File: src/rtl/assert_macros.svh
`ifndef ASSERT_MACROS_SVH
`define ASSERT_MACROS_SVH

// Check that cons holds in the same cycle as ante.
`define CHK_SAME(label, clk, rst_n, ante, cons, msg) \
    label: assert property (@(posedge clk) disable iff (!(rst_n)) (ante) |-> (cons)) \
        else $error(msg);

// Check that cons holds in the cycle after ante.
`define CHK_NEXT(label, clk, rst_n, ante, cons, msg) \
    label: assert property (@(posedge clk) disable iff (!(rst_n)) (ante) |=> (cons)) \
        else $error(msg);

`endif

File: src/rtl/bcpid_pkg.sv
package bcpid_pkg;

    localparam int DRIVE_LIMIT_DEF = 900;
    localparam int FRAC_BITS_DEF   = 16;

    localparam int IN_W       = 16;
    localparam int DRIVE_W    = 13;
    localparam int IN_DATA_W  = 48;
    localparam int OUT_USED_W = 29;
    localparam int OUT_DATA_W = 32;

    localparam int OUT_RIGHT_LSB  = 13;
    localparam int OUT_OVER_BIT   = 26;
    localparam int OUT_TILT_BIT   = 27;
    localparam int OUT_PAUSED_BIT = 28;

    localparam int CFG_IDX_W  = 3;
    localparam int CFG_DATA_W = 16;

    localparam logic [CFG_IDX_W-1:0] REG_LOOP_SEL         = 3'd0;
    localparam logic [CFG_IDX_W-1:0] REG_TARGET_ANGLE     = 3'd1;
    localparam logic [CFG_IDX_W-1:0] REG_SPEED_GOAL       = 3'd2;
    localparam logic [CFG_IDX_W-1:0] REG_TARGET_TURN_RATE = 3'd3;
    localparam logic [CFG_IDX_W-1:0] REG_POS_GOAL         = 3'd4;
    localparam logic [CFG_IDX_W-1:0] REG_STAND_KP         = 3'd5;
    localparam logic [CFG_IDX_W-1:0] REG_STAND_KD         = 3'd6;
    localparam logic [CFG_IDX_W-1:0] REG_SPEED_KP         = 3'd7;

    localparam int OVERSPEED_LIMIT = 60;
    localparam int TILT_LIMIT_Q8   = 28 * 256;
    localparam int TURN_GAIN       = 100;
    localparam int TURN_LIMIT      = 500;
    localparam int TURN_W          = 10;
    localparam int POS_LIMIT       = 5;

    localparam logic signed [DRIVE_W-1:0] DRIVE_MAX_V = {1'b0, {(DRIVE_W-1){1'b1}}};
    localparam logic signed [DRIVE_W-1:0] DRIVE_MIN_V = {1'b1, {(DRIVE_W-1){1'b0}}};

    typedef struct packed {
        logic               loop_sel;
        logic signed [15:0] target_angle;
        logic signed [15:0] speed_goal;
        logic signed [15:0] target_turn_rate;
        logic signed [15:0] pos_goal;
        logic signed [15:0] stand_kp;
        logic signed [15:0] stand_kd;
        logic signed [15:0] speed_kp;
    } t_cfg;

    localparam t_cfg CFG_RESET = '{
        loop_sel:         1'b0,
        target_angle:     -16'sd845,
        speed_goal:       16'sd0,
        target_turn_rate: 16'sd0,
        pos_goal:         16'sd0,
        stand_kp:         16'sd105,
        stand_kd:         16'sd1000,
        speed_kp:         -16'sd50
    };

endpackage

File: src/rtl/bcpid_cfg.sv
module bcpid_cfg
    import bcpid_pkg::*;
(
    input  logic                  i_clk,
    input  logic                  i_rst_n,
    input  logic                  i_wr_en,
    input  logic [CFG_IDX_W-1:0]  i_wr_index,
    input  logic [CFG_DATA_W-1:0] i_wr_data,
    output t_cfg                  o_cfg
);

    t_cfg r_cfg;
    t_cfg n_cfg;

    always_comb begin
        n_cfg = r_cfg;
        if (i_wr_en) begin
            unique case (i_wr_index)
                REG_LOOP_SEL:         n_cfg.loop_sel         = i_wr_data[0];
                REG_TARGET_ANGLE:     n_cfg.target_angle     = i_wr_data;
                REG_SPEED_GOAL:       n_cfg.speed_goal       = i_wr_data;
                REG_TARGET_TURN_RATE: n_cfg.target_turn_rate = i_wr_data;
                REG_POS_GOAL:         n_cfg.pos_goal         = i_wr_data;
                REG_STAND_KP:         n_cfg.stand_kp         = i_wr_data;
                REG_STAND_KD:         n_cfg.stand_kd         = i_wr_data;
                REG_SPEED_KP:         n_cfg.speed_kp         = i_wr_data;
                default:              n_cfg = r_cfg;
            endcase
        end
    end

    always_ff @(posedge i_clk) begin
        if (!i_rst_n) begin
            r_cfg <= CFG_RESET;
        end else begin
            r_cfg <= n_cfg;
        end
    end

    assign o_cfg = r_cfg;

endmodule

File: src/rtl/bcpid_mul.sv
module bcpid_mul
    import bcpid_pkg::*;
#(
    parameter int A_W = 18,
    parameter int B_W = 16
) (
    input  logic                        i_clk,
    input  logic signed [A_W-1:0]       i_a,
    input  logic signed [B_W-1:0]       i_b,
    output logic signed [A_W+B_W-1:0]   o_p
);

    logic signed [A_W-1:0]     r_a;
    logic signed [B_W-1:0]     r_b;
    logic signed [A_W+B_W-1:0] r_p;

    // operands registered, product registered
    always_ff @(posedge i_clk) begin
        r_a <= i_a;
        r_b <= i_b;
        r_p <= r_a * r_b;
    end

    assign o_p = r_p;

endmodule

File: src/rtl/balance_car_cascade_pid_core.sv
// Cascaded balance controller: upright PD, speed P (or position P feeding it) and turn P.
// Input stream: one item per control tick, tilt and both wheel encoder counts.
// Output stream: one item per input item, both wheel drive commands and fault flags.
// Config channel: register index and 16-bit data, always ready; write only while idle.
// Every product goes through one shared two-stage multiplier under a 15-state sequencer.
// s_axis_tready is high only in the idle state, and the result is loaded into the
// output register from the last state, once the sequencer has stepped through the rest.
// A new input item is not taken before the last one is finished, since the six multiplies
// are issued in turn to the shared multiplier, followed by the clamp and sum steps.
// The output register holds a finished item while the next input item is taken;
// if the receiver stalls, the sequencer waits in its last state until the output
// register is free, and s_axis_tready stays low meanwhile.
// Reset (synchronous, active low) restores all config registers to their defaults,
// clears wheel position, previous tilt error and the pause latch, and drops
// m_axis_tvalid.
`include "assert_macros.svh"

module balance_car_cascade_pid_core
    import bcpid_pkg::*;
#(
    parameter int DRIVE_LIMIT = DRIVE_LIMIT_DEF,
    parameter int FRAC_BITS   = FRAC_BITS_DEF
) (
    input  logic                  i_clk,
    input  logic                  i_rst_n,
    input  logic                  i_cfg_valid,
    output logic                  o_cfg_ready,
    input  logic [CFG_IDX_W-1:0]  i_cfg_index,
    input  logic [CFG_DATA_W-1:0] i_cfg_data,
    input  logic                  s_axis_tvalid,
    output logic                  s_axis_tready,
    // tilt_angle[15:0], left_speed[31:16], right_speed[47:32]
    input  logic [IN_DATA_W-1:0]  s_axis_tdata,
    output logic                  m_axis_tvalid,
    input  logic                  m_axis_tready,
    // left_drive[12:0], right_drive[25:13], overspeed[26], tilt_fault[27],
    // paused[28], zero[31:29]
    output logic [OUT_DATA_W-1:0] m_axis_tdata
);

    localparam int MA_W  = (FRAC_BITS + 1 > 18) ? FRAC_BITS + 1 : 18;
    localparam int MB_W  = (FRAC_BITS - 5 > 16) ? FRAC_BITS - 5 : 16;
    localparam int MP_W  = MA_W + MB_W;
    localparam int ACC_W = (FRAC_BITS + 18 > 35) ? FRAC_BITS + 18 : 35;
    localparam int U2_W  = FRAC_BITS + 34;
    localparam int SPD_W = FRAC_BITS + 16;
    localparam int Q_W   = ACC_W - FRAC_BITS;

    localparam longint UNIT_FX = longint'(1) <<< FRAC_BITS;

    localparam logic signed [MB_W-1:0]  POS_GAIN  = MB_W'((UNIT_FX + 50) / 100);
    localparam logic signed [MB_W-1:0]  TURN_G_B  = MB_W'(TURN_GAIN);
    localparam logic signed [ACC_W-1:0] LIM_Q8    = ACC_W'(longint'(DRIVE_LIMIT) * 256);
    localparam logic signed [ACC_W-1:0] NLIM_Q8   = -LIM_Q8;
    localparam logic signed [U2_W-1:0]  LIM_FX    = U2_W'(longint'(DRIVE_LIMIT) * UNIT_FX);
    localparam logic signed [U2_W-1:0]  NLIM_FX   = -LIM_FX;
    localparam logic signed [MP_W-1:0]  TURN_LIM  = MP_W'(TURN_LIMIT);
    localparam logic signed [MP_W-1:0]  NTURN_LIM = -TURN_LIM;
    localparam logic signed [MP_W-1:0]  POS_LIM   = MP_W'(longint'(POS_LIMIT) * UNIT_FX);
    localparam logic signed [MP_W-1:0]  NPOS_LIM  = -POS_LIM;
    localparam logic signed [Q_W-1:0]   DRV_MAX_Q = Q_W'(DRIVE_MAX_V);
    localparam logic signed [Q_W-1:0]   DRV_MIN_Q = Q_W'(DRIVE_MIN_V);
    localparam logic signed [IN_W-1:0]  OVER_LIM  = IN_W'(OVERSPEED_LIMIT);
    localparam logic signed [IN_W-1:0]  NOVER_LIM = -OVER_LIM;
    localparam logic signed [IN_W-1:0]  TILT_LIM  = IN_W'(TILT_LIMIT_Q8);
    localparam logic signed [IN_W-1:0]  NTILT_LIM = -TILT_LIM;

    localparam logic [3:0] ST_IDLE       = 4'd0;
    localparam logic [3:0] ST_ISSUE_KP   = 4'd1;
    localparam logic [3:0] ST_ISSUE_KD   = 4'd2;
    localparam logic [3:0] ST_ISSUE_TURN = 4'd3;
    localparam logic [3:0] ST_ISSUE_POS  = 4'd4;
    localparam logic [3:0] ST_CLAMP_U1   = 4'd5;
    localparam logic [3:0] ST_SPD_TGT    = 4'd6;
    localparam logic [3:0] ST_ISSUE_DH   = 4'd7;
    localparam logic [3:0] ST_ISSUE_DL   = 4'd8;
    localparam logic [3:0] ST_U2_HI      = 4'd9;
    localparam logic [3:0] ST_U2_LO      = 4'd10;
    localparam logic [3:0] ST_CLAMP_U2   = 4'd11;
    localparam logic [3:0] ST_ADD_U2     = 4'd12;
    localparam logic [3:0] ST_WHEEL      = 4'd13;
    localparam logic [3:0] ST_OUT        = 4'd14;

    t_cfg cfg;

    logic [3:0] r_state, n_state;
    logic signed [IN_W-1:0] r_tilt, r_ls, r_rs;
    logic signed [IN_W-1:0] r_pos, n_pos;
    logic signed [17:0] r_prev, n_prev;
    logic r_pause, n_pause;
    logic signed [ACC_W-1:0] r_acc, n_acc;
    logic signed [TURN_W-1:0] r_u3, n_u3;
    logic signed [SPD_W-1:0] r_spd, n_spd;
    logic signed [U2_W-1:0] r_u2, n_u2;
    logic signed [ACC_W-1:0] r_sl, n_sl, r_sr, n_sr;
    logic r_m_valid, n_m_valid;
    logic [OUT_DATA_W-1:0] r_m_data, n_m_data;

    logic signed [MA_W-1:0] mul_a;
    logic signed [MB_W-1:0] mul_b;
    logic signed [MP_W-1:0] mul_p;

    logic signed [16:0] sum_lr, avg_t, err, pos_err, dh;
    logic signed [IN_W-1:0] avg, spd_hi;
    logic signed [17:0] err_w, diff, turn_d;
    logic over, tfault, in_take, out_free;
    logic out_paused, u2_in_lim;

    logic signed [ACC_W-1:0] u1_sat, u1_fx, u2_acc, u3_fx, bias_l, bias_r, t_l, t_r;
    logic signed [MP_W-1:0] u3_sat, spd_sat;
    logic signed [U2_W-1:0] p_ext, u2_sat;
    logic signed [SPD_W-1:0] ts_fx;
    logic [FRAC_BITS-1:0] dl;
    logic signed [Q_W-1:0] q_l, q_r;
    logic signed [DRIVE_W-1:0] drv_l, drv_r;

    bcpid_cfg u_cfg (
        .i_clk      (i_clk),
        .i_rst_n    (i_rst_n),
        .i_wr_en    (i_cfg_valid & o_cfg_ready),
        .i_wr_index (i_cfg_index),
        .i_wr_data  (i_cfg_data),
        .o_cfg      (cfg)
    );

    bcpid_mul #(
        .A_W (MA_W),
        .B_W (MB_W)
    ) u_mul (
        .i_clk (i_clk),
        .i_a   (mul_a),
        .i_b   (mul_b),
        .o_p   (mul_p)
    );

    assign o_cfg_ready   = 1'b1;
    assign s_axis_tready = (r_state == ST_IDLE);
    assign in_take       = s_axis_tvalid & s_axis_tready;
    assign out_free      = !r_m_valid || m_axis_tready;

    // per-tick terms from the held input item
    assign sum_lr  = 17'(r_ls) + 17'(r_rs);
    assign avg_t   = sum_lr + 17'(sum_lr[16]);
    assign avg     = avg_t[16:1];
    assign err     = 17'(cfg.target_angle) - 17'(r_tilt);
    assign err_w   = 18'(err);
    assign diff    = err_w - r_prev;
    assign turn_d  = 18'(cfg.target_turn_rate) - (18'(r_ls) - 18'(r_rs));
    assign pos_err = 17'(cfg.pos_goal) - 17'(r_pos);
    assign over    = (r_ls > OVER_LIM) || (r_ls < NOVER_LIM)
                  || (r_rs > OVER_LIM) || (r_rs < NOVER_LIM);
    assign tfault  = (r_tilt > TILT_LIM) || (r_tilt < NTILT_LIM);

    // clamps and scaling
    assign u1_sat  = (r_acc > LIM_Q8) ? LIM_Q8 : ((r_acc < NLIM_Q8) ? NLIM_Q8 : r_acc);
    assign u1_fx   = u1_sat <<< (FRAC_BITS - 8);
    assign u3_sat  = (mul_p > TURN_LIM) ? TURN_LIM : ((mul_p < NTURN_LIM) ? NTURN_LIM : mul_p);
    assign spd_sat = (mul_p > POS_LIM) ? POS_LIM : ((mul_p < NPOS_LIM) ? NPOS_LIM : mul_p);
    assign ts_fx   = {cfg.speed_goal, {FRAC_BITS{1'b0}}};

    // split speed error into whole counts and fraction
    assign spd_hi  = r_spd[SPD_W-1:FRAC_BITS];
    assign dh      = 17'(spd_hi) - 17'(avg);
    assign dl      = r_spd[FRAC_BITS-1:0];

    assign p_ext   = U2_W'(mul_p);
    assign u2_sat  = (r_u2 > LIM_FX) ? LIM_FX : ((r_u2 < NLIM_FX) ? NLIM_FX : r_u2);
    assign u2_acc  = r_u2[ACC_W-1:0];
    assign u3_fx   = ACC_W'(r_u3) <<< FRAC_BITS;

    // truncate toward zero: bias negative sums before dropping the fraction
    assign bias_l  = ACC_W'({FRAC_BITS{r_sl[ACC_W-1]}});
    assign bias_r  = ACC_W'({FRAC_BITS{r_sr[ACC_W-1]}});
    assign t_l     = r_sl + bias_l;
    assign t_r     = r_sr + bias_r;
    assign q_l     = t_l[ACC_W-1:FRAC_BITS];
    assign q_r     = t_r[ACC_W-1:FRAC_BITS];
    assign drv_l   = (q_l > DRV_MAX_Q) ? DRIVE_MAX_V
                   : ((q_l < DRV_MIN_Q) ? DRIVE_MIN_V : q_l[DRIVE_W-1:0]);
    assign drv_r   = (q_r > DRV_MAX_Q) ? DRIVE_MAX_V
                   : ((q_r < DRV_MIN_Q) ? DRIVE_MIN_V : q_r[DRIVE_W-1:0]);

    always_comb begin
        n_state   = r_state;
        n_pos     = r_pos;
        n_prev    = r_prev;
        n_pause   = r_pause;
        n_acc     = r_acc;
        n_u3      = r_u3;
        n_spd     = r_spd;
        n_u2      = r_u2;
        n_sl      = r_sl;
        n_sr      = r_sr;
        n_m_valid = r_m_valid;
        n_m_data  = r_m_data;
        mul_a     = '0;
        mul_b     = '0;

        if (r_m_valid && m_axis_tready) begin
            n_m_valid = 1'b0;
        end

        unique case (r_state)
            ST_IDLE: begin
                if (in_take) begin
                    n_state = ST_ISSUE_KP;
                end
            end
            ST_ISSUE_KP: begin
                mul_a   = MA_W'(err);
                mul_b   = MB_W'(cfg.stand_kp);
                n_pos   = r_pos + avg;
                n_pause = r_pause | over | tfault;
                n_state = ST_ISSUE_KD;
            end
            ST_ISSUE_KD: begin
                mul_a   = MA_W'(diff);
                mul_b   = MB_W'(cfg.stand_kd);
                n_prev  = err_w;
                n_state = ST_ISSUE_TURN;
            end
            ST_ISSUE_TURN: begin
                mul_a   = MA_W'(turn_d);
                mul_b   = TURN_G_B;
                n_acc   = ACC_W'(mul_p);
                n_state = ST_ISSUE_POS;
            end
            ST_ISSUE_POS: begin
                mul_a   = MA_W'(pos_err);
                mul_b   = POS_GAIN;
                n_acc   = r_acc + ACC_W'(mul_p);
                n_state = ST_CLAMP_U1;
            end
            ST_CLAMP_U1: begin
                n_acc   = u1_fx;
                n_u3    = u3_sat[TURN_W-1:0];
                n_state = ST_SPD_TGT;
            end
            ST_SPD_TGT: begin
                n_spd   = cfg.loop_sel ? spd_sat[SPD_W-1:0] : ts_fx;
                n_state = ST_ISSUE_DH;
            end
            ST_ISSUE_DH: begin
                mul_a   = MA_W'(dh);
                mul_b   = MB_W'(cfg.speed_kp);
                n_state = ST_ISSUE_DL;
            end
            ST_ISSUE_DL: begin
                mul_a   = MA_W'(dl);
                mul_b   = MB_W'(cfg.speed_kp);
                n_state = ST_U2_HI;
            end
            ST_U2_HI: begin
                n_u2    = p_ext <<< FRAC_BITS;
                n_state = ST_U2_LO;
            end
            ST_U2_LO: begin
                n_u2    = r_u2 + p_ext;
                n_state = ST_CLAMP_U2;
            end
            ST_CLAMP_U2: begin
                n_u2    = u2_sat;
                n_state = ST_ADD_U2;
            end
            ST_ADD_U2: begin
                n_acc   = r_acc + u2_acc;
                n_state = ST_WHEEL;
            end
            ST_WHEEL: begin
                n_sl    = r_acc + u3_fx;
                n_sr    = r_acc - u3_fx;
                n_state = ST_OUT;
            end
            ST_OUT: begin
                // hold until the output register is free
                if (out_free) begin
                    n_m_valid = 1'b1;
                    n_m_data  = {{(OUT_DATA_W-OUT_USED_W){1'b0}}, r_pause, tfault, over,
                                 drv_r, drv_l};
                    n_state   = ST_IDLE;
                end
            end
            default: begin
                n_state = ST_IDLE;
            end
        endcase
    end

    always_ff @(posedge i_clk) begin
        if (!i_rst_n) begin
            r_state   <= ST_IDLE;
            r_pos     <= '0;
            r_prev    <= '0;
            r_pause   <= 1'b0;
            r_m_valid <= 1'b0;
        end else begin
            r_state   <= n_state;
            r_pos     <= n_pos;
            r_prev    <= n_prev;
            r_pause   <= n_pause;
            r_m_valid <= n_m_valid;
        end
    end

    always_ff @(posedge i_clk) begin
        if (in_take) begin
            r_tilt <= s_axis_tdata[15:0];
            r_ls   <= s_axis_tdata[31:16];
            r_rs   <= s_axis_tdata[47:32];
        end
        r_acc    <= n_acc;
        r_u3     <= n_u3;
        r_spd    <= n_spd;
        r_u2     <= n_u2;
        r_sl     <= n_sl;
        r_sr     <= n_sr;
        r_m_data <= n_m_data;
    end

    assign m_axis_tvalid = r_m_valid;
    assign m_axis_tdata  = r_m_data;

    assign out_paused = r_m_valid && r_m_data[OUT_PAUSED_BIT];
    assign u2_in_lim  = (r_u2 <= LIM_FX) && (r_u2 >= NLIM_FX);

    `CHK_NEXT(a_pause_sticky, i_clk, i_rst_n, r_pause, r_pause, "pause latch cleared")
    `CHK_SAME(a_paused_flag, i_clk, i_rst_n, out_paused, r_pause, "paused flag without latch")
    `CHK_NEXT(a_busy_after_take, i_clk, i_rst_n, in_take, !s_axis_tready, "ready after take")
    `CHK_SAME(a_u2_bounded, i_clk, i_rst_n, r_state == ST_ADD_U2, u2_in_lim, "speed term too big")

endmodule
File: config.mk
export PLATFORM = sky130hd
export DESIGN_NAME = balance_car_cascade_pid_core
export DESIGN_NICKNAME = d
export VERILOG_FILES = /design/src/rtl/bcpid_pkg.sv /design/src/rtl/bcpid_cfg.sv /design/src/rtl/bcpid_mul.sv /design/src/rtl/balance_car_cascade_pid_core.sv
export VERILOG_INCLUDE_DIRS = /design/src /design/src/rtl
export SDC_FILE = /design/constraint.sdc
export NUM_CORES = 2
export LEC_CHECK = 0
export BUFFER_PORTS_ARGS = -buffer_cell sky130_fd_sc_hd__clkbuf_2
export CAP_MARGIN = 40
export CORE_ASPECT_RATIO = 1.5
export CORE_MARGIN = 4
export CORE_UTILIZATION = 40
export DETAILED_ROUTE_END_ITERATION = 16
export MAX_ROUTING_LAYER = met4
export PLACE_DENSITY = 0.54
export REMOVE_ABC_BUFFERS = 1
export SLEW_MARGIN = 0
export SYNTH_ARGS = -nofsm -noshare
export SYNTH_HDL_FRONTEND = slang
export SYNTH_SLANG_ARGS = --single-unit
File: constraint.sdc
create_clock -name i_clk -period 5.55 [get_ports i_clk]
set_clock_uncertainty 0.05 [all_clocks]
set_input_delay 1.11 -clock i_clk [delete_from_list [all_inputs] [get_ports i_clk]]
set_output_delay 1.11 -clock i_clk [all_outputs]
set_load 0.005 [all_outputs]
* After elaboration in Yosys (flattened, before gate mapping)
Cells that the tools add are included.
** Word-level totals
- Register bits :: 494
- Latch bits :: 0
- RAM bits :: 0
- ROM bits :: 0
- Output and inout port bits :: 35
- Logic and storage cells :: 138
- Memories kept :: 0
** Operators by class
- $add $sub $neg :: 16
- Multipliers :: 1
- Div/mod/pow operators :: 0
- $lt $le $gt $ge :: 18
- Eq/ne operators :: 24
- Shift-type cells :: 0
- Mux-type cells :: 20
- Bitwise logic cells :: 4
- Reduce and logical (&&, ||, !) cells :: 25
** Operators by type and width (number)
- case mux 50 bit (3 select lines) :: 1
- case mux 35 bit (4 select lines) :: 1
- case mux 18 bit (6 select lines) :: 1
- two-way mux 50 bit :: 2
- two-way mux 32 bit :: 3
- case mux 16 bit (5 select lines) :: 1
- adder 35 x 17 -> 35 bit :: 2
- subtractor 16 x 16 -> 17 bit :: 4
- case mux 4 bit (15 select lines) :: 1
- two-way mux 27 bit :: 2
- adder 50 x 34 -> 50 bit :: 1
- > comparator 50 x 27 -> 1 bit (second input constant) :: 1
- less-than comparator 50 x 27 -> 1 bit (second input constant) :: 1
- > comparator 19 x 13 -> 1 bit (second input constant) :: 2
- less-than comparator 19 x 13 -> 1 bit (second input constant) :: 2
- adder 35 x 26 -> 35 bit :: 1
- adder 35 x 34 -> 35 bit :: 1
- adder 35 bit :: 1
- > comparator 35 x 19 -> 1 bit (second input constant) :: 1
- less-than comparator 35 x 19 -> 1 bit (second input constant) :: 1
- subtractor 35 x 26 -> 35 bit :: 1
- > comparator 34 x 10 -> 1 bit (second input constant) :: 1
- > comparator 34 x 20 -> 1 bit (second input constant) :: 1
- less-than comparator 34 x 10 -> 1 bit (second input constant) :: 1
- 38 further kinds :: 74

* Longest topological paths before layout
- Depth after elaboration :: 6
- Mapped depth :: 28
- Gate-level depth less buffers :: 28

* Hierarchy
A second synthesis with hierarchy kept.
** Second synthesis, totals
- Cells, all modules :: 4534
- Area total of the unflattened synthesis :: 42201.7 µm²
** By module, submodules not included
- balance_car_cascade_pid_core :: times used 1, cells an instance 2807, area each 25469.4 µm²
- bcpid_mul :: times used 1, cells an instance 1310, area each 12346.8 µm²
- bcpid_cfg :: times used 1, cells an instance 417, area each 4385.5 µm²

* Least setup slack after synthesis
Ideal clock, no wire load.
- Kind :: reg-to-reg
- From :: register u_mul.r_b[9]
- To :: register u_mul.r_p[32], in the netlist u_mul.o_p[32]
- Setup time :: 0.120 ns
- Arrival time :: 5.924 ns
- Required time :: 5.380 ns
- Path slack :: -0.543 ns
- Stages on the path, launching flop included :: 28
- Path buffers :: 3
- Clock period less this slack :: 6.093 ns
- Cells stage by stage :: dfxtp_1 clkbuf_1 clkbuf_1 nand2_1 fa_1 inv_1 fa_1 inv_1 fa_1 inv_1 fa_1 fa_1 inv_1 fa_1 inv_1 ha_1 clkbuf_1 a21o_1 a21oi_1 o22ai_1 a31oi_1 a311o_1 nand3_1 a31o_2 nand3_1 o21ai_0 o21ai_0 xnor2_1
** Between the ends
- Word-level cells in the longest chain between the ends :: 1
** Ends and longest elaborated chain
- start, declared :: RTL line bcpid_mul.sv:14 : logic signed [B_W-1:0] r_b;
- start signal, assigned :: RTL line bcpid_mul.sv:20 : r_b <= i_b;
- multiplier 18 x 16 -> 34 bit :: RTL line bcpid_mul.sv:21 : r_p <= r_a * r_b;
- end signal, assigned :: RTL line bcpid_mul.sv:21
- end, declared :: RTL line bcpid_mul.sv:15 : logic signed [A_W+B_W-1:0] r_p;
Every way passes these cells.
A chain may end at the register's enable or synchronous reset.

* Worst setup path in the final report
- From :: register u_mul.r_b[2]
- To :: register u_mul.r_p[32], in the netlist u_mul.o_p[32]
The elaborated chain is that of the path after synthesis.

==> summary.md <==
| Metric | Value |
|---|---|
| Power Total | `0.0150 W` |
| CTS tree | `yes` |
| CP required | `6.03 ns` |
| Die extent in x | `273 um` |
| Grt ovf | `0` |
| Layout cells sized above 1 | `0.176` |
| Adder-Cell Fraction of Synth Area | `0.259` |
| DR WL/cell | `19.7 um` |
| WP data arrival | `6.33 ns` |
| # rows | `145` |
| PortBufs | `102` |
| Simple-Gate Fraction of Synth Area | `0.162` |
| Worst hold stages | `2` |
| Worst Setup End Kind | `flop` |
| Synthesized area | `42,100 sq um` |
| EDFF count, synth | `257` |
| Initial antenna violation count | `2` |
| Setup TNS | `-2.35 ns` |
| Synthesis-to-layout area growth | `19.0%` |
| Worst reg2reg path depth | `26` |
| Mapped Cells | `4,654` |
| Post-Synth XOR/XNOR Area | `0.0538` |
| Top cells by area, synth | `edfxtp_1, fa_1, ha_1` |
| HPWL Detailed | `104,000 um` |
| Worst slew margin | `0.368` |
| Top cell type's share of synthesized area | `0.183` |
| Critical path peak fanout | `7` |
| First-pass GRT wire length | `200,000 um` |
| Post-detailed-route count of antenna-violating nets | `0` |
| Count leader, synth | `inv_1` |
| CTS Root Cell | `clkbuf_16` |
| CTS buffer count | `51` |
| Crit share post-route | `1.05` |
| Clk slew on worst S/H paths | `0.07 ns` |
| Main combinational cell family by area after synthesis | `adder cells` |
| Synth Area in Compound Gates | `0.158` |
| Top cells by count, synth | `inv_1, nand2_1, ha_1, fa_1, edfxtp_1` |
| Synth area leader | `edfxtp_1` |
| Largest net degree at the start of global routing | `72` |
| R2r setup slk | `-0.30 ns` |
| Antenna diode count | `0` |
| Min-Delay Path Class | `flop to flop` |
| Synth cell types | `86` |
| Htree depth | `2` |
| Final Critical Period | `5.85 ns` |
| Skew-Pair Late Insertion Delay | `0.65 ns` |
| Final Slew Violations | `0` |
| Register area share after synthesis | `0.288` |
| Clk sinks | `477` |
| Number of detailed-route iterations in the first pass | `5` |
| Fin nets | `5,841` |
| Tightest Pin Transition | `0.940 ns` |
| Routed wire length | `129,000 um` |
| Placeable Area | `104,000 sq um` |
| Pleak | `22.3 nW` |
| Status | `finished, violations left` |
| Layout Cells excl Fill | `6,527` |
| Initial core utilization | `0.404` |
| Reg2Reg Launch Point | `u_mul.r_b[2]` |
| HP Start | `u_cfg.o_cfg[9]` |
| Residual DRC | `0` |
| FF-to-FF End | `u_mul.o_p[32]` |
| Vias/cell | `5.27` |
| Mapped Avg Cell Area | `9.05 sq um` |
| RSZ-0062 raised after global routing | `yes` |
| I/O pins | `107` |
| Synth warn | `0` |
| Critical path startpoint category | `flop` |
| Die extent in y | `405 um` |
| Async SR Flop Fraction | `0` |
| Fin. Hold Viols | `0` |
| Final Wtd Congestion | `0.956` |
| Achievable Freq | `171 MHz` |
| Power per Cell Area | `299 nW/um^2` |
| Worst Setup Slack, final | `-0.301 ns` |
| Total track usage | `0.239` |
| Die area | `111,000 sq um` |
| Util after Layout | `0.480` |
| Worst vdd ir | `0.000270 V` |
| Placed Cells | `6,393` |
| #FFs+latches synth | `477` |
| Pre-CTS setup slack | `-0.737 ns` |
| Failing checks | `negative setup slack` |
| Via count | `34,400` |
| Longest Clk Path Bufs | `3` |
| Iter 0 DRT Violations | `1,692` |
| Max_cap viols | `0` |
| Hold endpoint | `u_mul.r_b[9]` |
| CP Class | `flop to flop` |
| Vias in the first global route | `36,100` |
| Setup Viol. Count Final | `11` |
| Dominant register cell in the synthesized netlist | `edfxtp_1` |
| Post-synthesis mux area share | `0.00971` |
==> registers in the layout, indices dropped and copies added, names as in the netlist <==
| register | count |
|---|---|
| m_axis_tdata | 29 |
| m_axis_tvalid | 1 |
| r_acc | 35 |
| r_ls | 16 |
| r_pause | 1 |
| r_pos | 16 |
| r_prev | 17 |
| r_rs | 16 |
| r_sl | 35 |
| r_spd | 32 |
| r_sr | 18 |
| r_state | 4 |
| r_tilt | 16 |
| r_u2 | 50 |
| r_u3 | 10 |
| u_cfg.o_cfg | 113 |
| u_mul.o_p | 34 |
| u_mul.r_a | 18 |
| u_mul.r_b | 16 |
==> worst max-delay path, cell delays in order (launching register included) <==
cell and delay (ns):
dfxtp_4 0.39, buf_6 0.13, buf_6 0.12, nand2_4 0.07, inv_2 0.04, fa_2 0.54, inv_2 0.06, fa_1 0.48
inv_1 0.05, fa_1 0.46, fa_1 0.48, fa_1 0.50, inv_2 0.04, fa_1 0.51, inv_2 0.05, ha_4 0.21
a21oi_2 0.11, nor2b_1 0.05, o21ai_1 0.13, nand2b_1 0.14, buf_4 0.16, a311o_1 0.32, a31o_4 0.26, nand3_4 0.07
o21ai_1 0.06, o21ai_1 0.10, xnor2_1 0.12
==> cell families (layout without fill, tap and decap cells) <==
family / after synthesis / after routing
AND/OR/NAND/NOR: 1421 / 1421
AO/OA/AOI/OAI: 994 / 994
buffers and inverters: 783 / 1258
adder cells (fa/ha/maj): 681 / 681
flip-flops: 477 / 477
XOR/XNOR: 259 / 259
multiplexers: 37 / 37
other: 2 / 4
==> per-layer routing <==
| metal | GRT usage | wire [um] |
|---|---|---|
| met2 | 0.451 | 69000 |
| met3 | 0.0221 | 4150 |
| met5 | - | 0 |
| met1 | 0.247 | 48100 |
| met4 | 0.118 | 7650 |
==> how the worst max path moves through the flow <==
stage                            start       endpoint  cells past startpoint
after global placement    u_mul.r_b[2]  u_mul.o_p[27]                     26
after CTS                 u_mul.r_b[2]  u_mul.o_p[32]                     26
final                     u_mul.r_b[2]  u_mul.o_p[32]                     26
after detailed placement  u_mul.r_b[2]  u_mul.o_p[32]                     26
after global routing      u_mul.r_b[2]  u_mul.o_p[30]                     24
after floorplan             r_state[2]      r_acc[34]                     17
==> power by group <==
part           switching, W  internal, W  total, W
clock               0.00158      0.00200   0.00358
combinational       0.00394      0.00310   0.00704
sequential         0.000355      0.00402   0.00438
total               0.00587      0.00913    0.0150
==> area by class of cell <==
class | instances | area (sq um)
fill | 9994 | 54200
clock inverter | 23 | 238
sequential | 477 | 12200
inverter | 632 | 2370
clock buffer | 73 | 1500
multi-input combinational | 3396 | 28100
timing repair buffer | 530 | 3990
tap | 1396 | 1750
==> stage by stage <==
step                area [sq um]  hold WS, ns
finish                     50100        0.379
floorplan                  41600        0.359
detailed placement         47000        0.384
CTS                        49700        0.384
global placement           46800        0.378
global route               50100        0.407
==> repair_timing <==
| item | CTS | global route |
|---|---|---|
| setup endpoints to repair | 35 | 28 |
| resized for setup | 211 | 71 |
| hold buffers | 0 | 0 |
| pin swaps | 145 | 79 |
| setup buffers | 23 | 13 |
==> placed cells by master (no fill, tap or decap), types with 50 or more instances in the layout <==
master and n:
a21oi_1 196, and2_1 170, fa_1 295, nor2_1 187
o21ai_0 207, clkbuf_2 102, xnor2_1 148, nor3_1 53
inv_1 602, nand2_1 568, a21boi_0 99, nand4_1 50
nand2b_1 50, xor2_1 102, dfxtp_1 193, buf_4 383
nand3_1 95, a21o_1 88, clkbuf_16 54, ha_1 337
edfxtp_1 257
Power figures use the tool's default switching activity.
